## src/sv/sdxc_pkg.sv

```systemverilog
// Shared types, character codes and hex digit decode for the sentence deframer.
`default_nettype none
package sdxc_pkg;

    typedef enum logic [1:0] {
        PH_HUNT = 2'd0,
        PH_BODY = 2'd1,
        PH_DIG1 = 2'd2,
        PH_DIG2 = 2'd3
    } phase_t;

    localparam logic [7:0] CH_DOLLAR = 8'h24;
    localparam logic [7:0] CH_STAR   = 8'h2a;
    localparam logic [7:0] CH_ZERO   = 8'h30;
    localparam logic [7:0] CH_NINE   = 8'h39;
    localparam logic [7:0] CH_UPPER_A = 8'h41;
    localparam logic [7:0] CH_UPPER_F = 8'h46;

    localparam int unsigned LEN_W = 11;
    localparam int unsigned LEN_MAX = 2047;

    // Bit 4 flags a byte that is not an upper-case hex digit; low nibble is then zero.
    function automatic logic [4:0] hex_decode(input logic [7:0] c);
        logic [7:0] d;
        logic [4:0] r;
        r = 5'b1_0000;
        if (c >= CH_ZERO && c <= CH_NINE) begin
            d = c - CH_ZERO;
            r = {1'b0, d[3:0]};
        end else if (c >= CH_UPPER_A && c <= CH_UPPER_F) begin
            d = c - CH_UPPER_A + 8'd10;
            r = {1'b0, d[3:0]};
        end
        return r;
    endfunction

endpackage
`default_nettype wire

```

## src/sv/sentence_deframer_xor_check_top.sv

```systemverilog
// An accepted byte's result item is in the output register in the cycle after it.
// One byte per cycle, stalled while a full output waits; it refills in the cycle taken.
// Each byte updates the frame state and forms its result in a single combinational pass.
// Reset (aresetn low, synchronous) returns to hunting for '$' and empties the output.
// Bytes outside a frame, '$', '*' and the first checksum digit give no result item.
`default_nettype none
module sentence_deframer_xor_check_top #(
    parameter int unsigned MAX_BODY = 1024
) (
    input  wire logic        aclk,
    input  wire logic        aresetn,
    input  wire logic        s_tvalid,
    output logic             s_tready,
    input  wire logic [7:0]  s_tdata,   // [7:0] rx_byte
    output logic             m_tvalid,
    input  wire logic        m_tready,
    output logic [23:0]      m_tdata,   // [7:0] out_byte, [8] check_ok, [19:9] body_length
    output logic             m_tuser,   // [0] item_kind
    output logic             m_tlast    // frame_last
);
    import sdxc_pkg::*;

    localparam int unsigned LEN_CAP = (MAX_BODY > LEN_MAX) ? LEN_MAX : MAX_BODY;
    localparam logic [LEN_W-1:0] LEN_CAP_V = LEN_W'(LEN_CAP);

    phase_t           phase_reg, phase_next;
    logic [7:0]       xor_reg, xor_next;
    logic [3:0]       hi_reg, hi_next;
    logic             bad_reg, bad_next;
    logic [LEN_W-1:0] len_reg, len_next;

    logic             vld_reg, vld_next;
    logic [7:0]       obyte_reg, obyte_next;
    logic             kind_reg, kind_next;
    logic             ok_reg, ok_next;
    logic [LEN_W-1:0] olen_reg, olen_next;

    logic             accept;
    logic             emit;
    logic [4:0]       dig;

    assign s_tready = !vld_reg || m_tready;
    assign accept   = s_tvalid && s_tready;
    assign dig      = hex_decode(s_tdata);

    always_comb begin
        phase_next = phase_reg;
        xor_next   = xor_reg;
        hi_next    = hi_reg;
        bad_next   = bad_reg;
        len_next   = len_reg;
        emit       = 1'b0;
        obyte_next = obyte_reg;
        kind_next  = kind_reg;
        ok_next    = ok_reg;
        olen_next  = olen_reg;
        if (accept) begin
            if (s_tdata == CH_DOLLAR) begin
                phase_next = PH_BODY;
                xor_next   = '0;
                hi_next    = '0;
                bad_next   = 1'b0;
                len_next   = '0;
            end else begin
                unique case (phase_reg)
                    PH_HUNT: begin
                    end
                    PH_BODY: begin
                        if (s_tdata == CH_STAR) begin
                            phase_next = PH_DIG1;
                        end else begin
                            xor_next = xor_reg ^ s_tdata;
                            if (len_reg >= LEN_CAP_V) begin
                                bad_next = 1'b1;
                            end else begin
                                len_next = len_reg + LEN_W'(1);
                            end
                            emit       = 1'b1;
                            obyte_next = s_tdata;
                            kind_next  = 1'b0;
                            ok_next    = 1'b0;
                            olen_next  = '0;
                        end
                    end
                    PH_DIG1: begin
                        hi_next    = dig[3:0];
                        bad_next   = bad_reg | dig[4];
                        phase_next = PH_DIG2;
                    end
                    PH_DIG2: begin
                        emit       = 1'b1;
                        obyte_next = '0;
                        kind_next  = 1'b1;
                        ok_next    = !bad_reg && !dig[4] && (xor_reg == {hi_reg, dig[3:0]});
                        olen_next  = len_reg;
                        bad_next   = bad_reg | dig[4];
                        phase_next = PH_HUNT;
                    end
                    default: begin
                        phase_next = PH_HUNT;
                    end
                endcase
            end
        end
        if (emit) begin
            vld_next = 1'b1;
        end else if (m_tready) begin
            vld_next = 1'b0;
        end else begin
            vld_next = vld_reg;
        end
    end

    always_ff @(posedge aclk) begin
        if (!aresetn) begin
            phase_reg <= PH_HUNT;
            xor_reg   <= '0;
            hi_reg    <= '0;
            bad_reg   <= 1'b0;
            len_reg   <= '0;
            vld_reg   <= 1'b0;
        end else begin
            phase_reg <= phase_next;
            xor_reg   <= xor_next;
            hi_reg    <= hi_next;
            bad_reg   <= bad_next;
            len_reg   <= len_next;
            vld_reg   <= vld_next;
        end
    end

    always_ff @(posedge aclk) begin
        obyte_reg <= obyte_next;
        kind_reg  <= kind_next;
        ok_reg    <= ok_next;
        olen_reg  <= olen_next;
    end

    assign m_tvalid = vld_reg;
    assign m_tdata  = {4'b0000, olen_reg, ok_reg, obyte_reg};
    assign m_tuser  = kind_reg;
    assign m_tlast  = kind_reg;

`ifndef NO_ASSERTIONS
    a_len_cap: assert property (@(posedge aclk) disable iff (!aresetn)
        len_reg <= LEN_CAP_V)
        else $error("length count above cap");

    a_body_clean: assert property (@(posedge aclk) disable iff (!aresetn)
        (vld_reg && !kind_reg) |-> (!ok_reg && olen_reg == '0))
        else $error("body item carries verdict fields");

    a_verdict_clean: assert property (@(posedge aclk) disable iff (!aresetn)
        (vld_reg && kind_reg) |-> (obyte_reg == '0))
        else $error("verdict item carries a data byte");

    a_verdict_hunt: assert property (@(posedge aclk) disable iff (!aresetn)
        (accept && phase_reg == PH_DIG2 && s_tdata != CH_DOLLAR) |=>
            (phase_reg == PH_HUNT && vld_reg && kind_reg))
        else $error("second digit did not close the frame");

    a_reset_empty: assert property (@(posedge aclk)
        !aresetn |=> !vld_reg)
        else $error("output valid after reset");
`endif

endmodule
`default_nettype wire
```

## config.mk

```make
export PLATFORM = sky130hd
export DESIGN_NAME = sentence_deframer_xor_check_top
export DESIGN_NICKNAME = d
export VERILOG_FILES = /design/src/sv/sdxc_pkg.sv /design/src/sv/sentence_deframer_xor_check_top.sv
export SDC_FILE = /design/constraint.sdc
export NUM_CORES = 1
export LEC_CHECK = 0
export ABC_CLOCK_PERIOD_IN_PS = 2350
export BUFFER_PORTS_ARGS = -buffer_cell sky130_fd_sc_hd__buf_4
export CAP_MARGIN = 10
export CORE_ASPECT_RATIO = 0.5
export CORE_MARGIN = 2
export CORE_UTILIZATION = 56
export DETAILED_ROUTE_END_ITERATION = 6
export PLACE_DENSITY_LB_ADDON = 0.1
export SETUP_SLACK_MARGIN = 0.5
export SLEW_MARGIN = 20
export SYNTH_ARGS = -nofsm -noshare
export SYNTH_HDL_FRONTEND = slang
export SYNTH_SLANG_ARGS = --single-unit
export TNS_END_PERCENT = 50
```

## constraint.sdc

```tcl
create_clock -name aclk -period 2.35 [get_ports aclk]
set_input_delay 0.1175 -clock aclk [delete_from_list [all_inputs] [get_ports aclk]]
set_output_delay 0.1175 -clock aclk [all_outputs]
set_load 0.005 [all_outputs]
```

==> results.ini <==
[outcome]
status=finished clean

[route]
via_count=1883
remaining_drc_errors=0
routedWlPerCell_um=15.3
first_pass_iters=4
drt_wl_total_um=5030
ant_nets=0
routed_via_density=5.74
drt_iter0_markers=88

[worst_hold_path]
min_to=phase_reg[0]$_SDFFE_PN0P_
min_from=aresetn
hold_path_depth=2
min_path_type=in2reg

[critical_path]
required_ps=2600
cpMaxStageDelayCell=or4_1
timing.rr.end=len_reg[6]$_SDFFE_PN0P_
crit_arrival_ps=2030
rrSetupSlack_ps=570
cp_max_fo=9
start_kind=register
path_cells=nand2b_1, a211o_1, a21o_4, or4_1, a21oi_1
path_class=reg2reg
slowest_delay_ps=470
regToRegStartpoint=phase_reg[1]$_SDFFE_PN0P_
end_kind=register
r2r_cells=5

[layout]
fillers=319
drive_gt1_share_pct=22.6
n_antenna_cell=0
area_growth_pct=18.6
layout_commonest_cell=buf_4
nets=290
design_area_mm2=0.00282
fin_util_pct=70.9
multi_input_area_mm2=0.00112
regArea_mm2=0.00117
final_cell_mix=45 x buf_4, 27 x dfxtp_1, 23 x nor2_1

[clocking]
cts-root-buf=clkbuf_8
numCtsBuffers=5
post_cts_buffers=0
clock_sinks=48
cts_tree=built
cts_resized=0
clock_latency_ps=310
cts.htree.levels=2
clockBufferDepth=2
clk_pin_slew_worst_paths_ps=90
postCtsHoldBufs=0

[sta]
finalHoldViolCount=0
whs_ps=103
timing.final.crit_share_pct=75.9
max_freq_mhz=561
slew_headroom_pct=63.6
setup_ws_ps=567
tightestPinTransition_ps=546
finalSetupViolCount=0
finalClockSkew_ps=2.58
drv_slew=0
fin_crit_ps=1780
timing.setup.tns_ps=0
rsz0062_at_grt=false

[yosys]
synthArstFlopShare_pct=0
synth_warnings=0
synth_top_area_share_pct=26.5
ys_top_cells_by_area=edfxtp_1 26%, dfxtp_1 23%, xor2_1 5.5%
syn_avg_cell_area_um2=10.2
synth_seq_cells=48
seq_area_frac_synth_pct=49.2
synth-main-ff-cell=dfxtp_1
syn-cell-area_mm2=0.00238
synth_edf_count=21
synth_cells=233
synth_top_area_cell=edfxtp_1
ys_types=54

[power_and_ir_drop]
powerDensity_mw_per_mm2=524
ir_worst_vdd_v=0.000309
leakagePower_nw=1.15

[die]
die-area_mm2=0.00482
fp.dieW_um=96.2
rows=16
start_util_pct=59.8
die_h_um=50.1
core_mm2=0.00398
ios=40

[global_routing]
grt_max_degree=22
track_usage_pct=22.3
antenna_found_initial=0
grt_pass1_vias=1755
overflow=0
grt_first_pass_wirelength_um=8100

[place]
port_buffers=35
place_area_mm2=0.00272
dpl.hpwl_um=3620
place_ws_ps=278
gp_congestion=0.866

[run]
cap_viol_max_count=0

==> report_power, final <==
part / switching, W / total (W) / internal [W]
sequential: 0.000000408 / 0.000866 / 0.000865
clock: 0.000288 / 0.000529 / 0.000241
combinational: 0.0000487 / 0.0000846 / 0.0000359
total: 0.000337 / 0.00148 / 0.00114
==> how the worst max path moves through the flow <==
stage                              start                       to  cells after the start
6_report       phase_reg[1]$_SDFFE_PN0P_  len_reg[6]$_SDFFE_PN0P_                      5
5_1_grt                       s_tdata[0]     ok_reg$_SDFFCE_PN0P_                      8
4_1_cts        phase_reg[1]$_SDFFE_PN0P_  len_reg[6]$_SDFFE_PN0P_                      5
3_5_place_dp                  s_tdata[0]  len_reg[6]$_SDFFE_PN0P_                      8
3_3_place_gp                  s_tdata[0]  len_reg[6]$_SDFFE_PN0P_                      8
2_1_floorplan                 s_tdata[0]  len_reg[6]$_SDFFE_PN0P_                      7
==> metrics by stage <==
step	instances	total power, W
2_1_floorplan	236	0.000935
3_3_place_gp	320	0.000965
3_5_place_dp	320	0.000968
4_1_cts	328	0.00149
5_1_grt	328	0.00153
6_report	328	0.00148
==> critical path: cells and delay by family (launching register included) <==
kind,cells,cell delay (ps)
AO/OA/AOI/OAI,3,730
AND/OR/NAND/NOR,2,680
flip-flops,1,320
==> cell families after synthesis <==
family                   after synthesis  share of synthesized area, %
AND/OR/NAND/NOR                       87                          20.9
AO/OA/AOI/OAI                         50                          15.3
flip-flops                            48                          49.2
buffers and inverters                 22                          4.41
XOR/XNOR                              19                          6.99
adder cells (fa/ha/maj)                5                          2.63
other                                  1                         0.157
multiplexers                           1                         0.420
==> cell usage after synthesis, types with 2 or more instances <==
master and number:
clkbuf_1 9, o21a_1 2, ha_1 5, a21o_1 2, or4_1 4, o211ai_1 8
or2_2 2, and3_1 9, and2_1 7, nor2_1 23, nand2b_1 6, a22oi_1 2
dfxtp_1 27, a21boi_1 2, xor2_1 15, nand2_1 11, o211a_1 2, nand3_1 5
inv_1 7, nand4_1 4, o21ai_0 2, buf_4 6, and4_1 2, nor3_1 3
o31ai_1 4, a21oi_1 11, nor2b_1 3, xnor2_1 4, edfxtp_1 21
==> metal layers <==
layer | vias up | track usage (%) | share of wire [%]
met4 | 0 | 8.57 | 1.5
met3 | 10 | 5.50 | 5.0
met1 | 914 | 30.2 | 48
li1 | 915 | - | -
met2 | 44 | 34.4 | 46
met5 | - | 0 | 0
==> area by class of cell <==
type                    instances  share of cell area [%]
clock inverters                 2                   0.487
well taps                      54                    2.39
multi-input cells             166                    39.8
flip-flops and latches         48                    41.5
inverters                       7                   0.930
repair buffers                 45                    12.0
clock buffers                   6                    2.92
(Power assumes the default switching activity.)
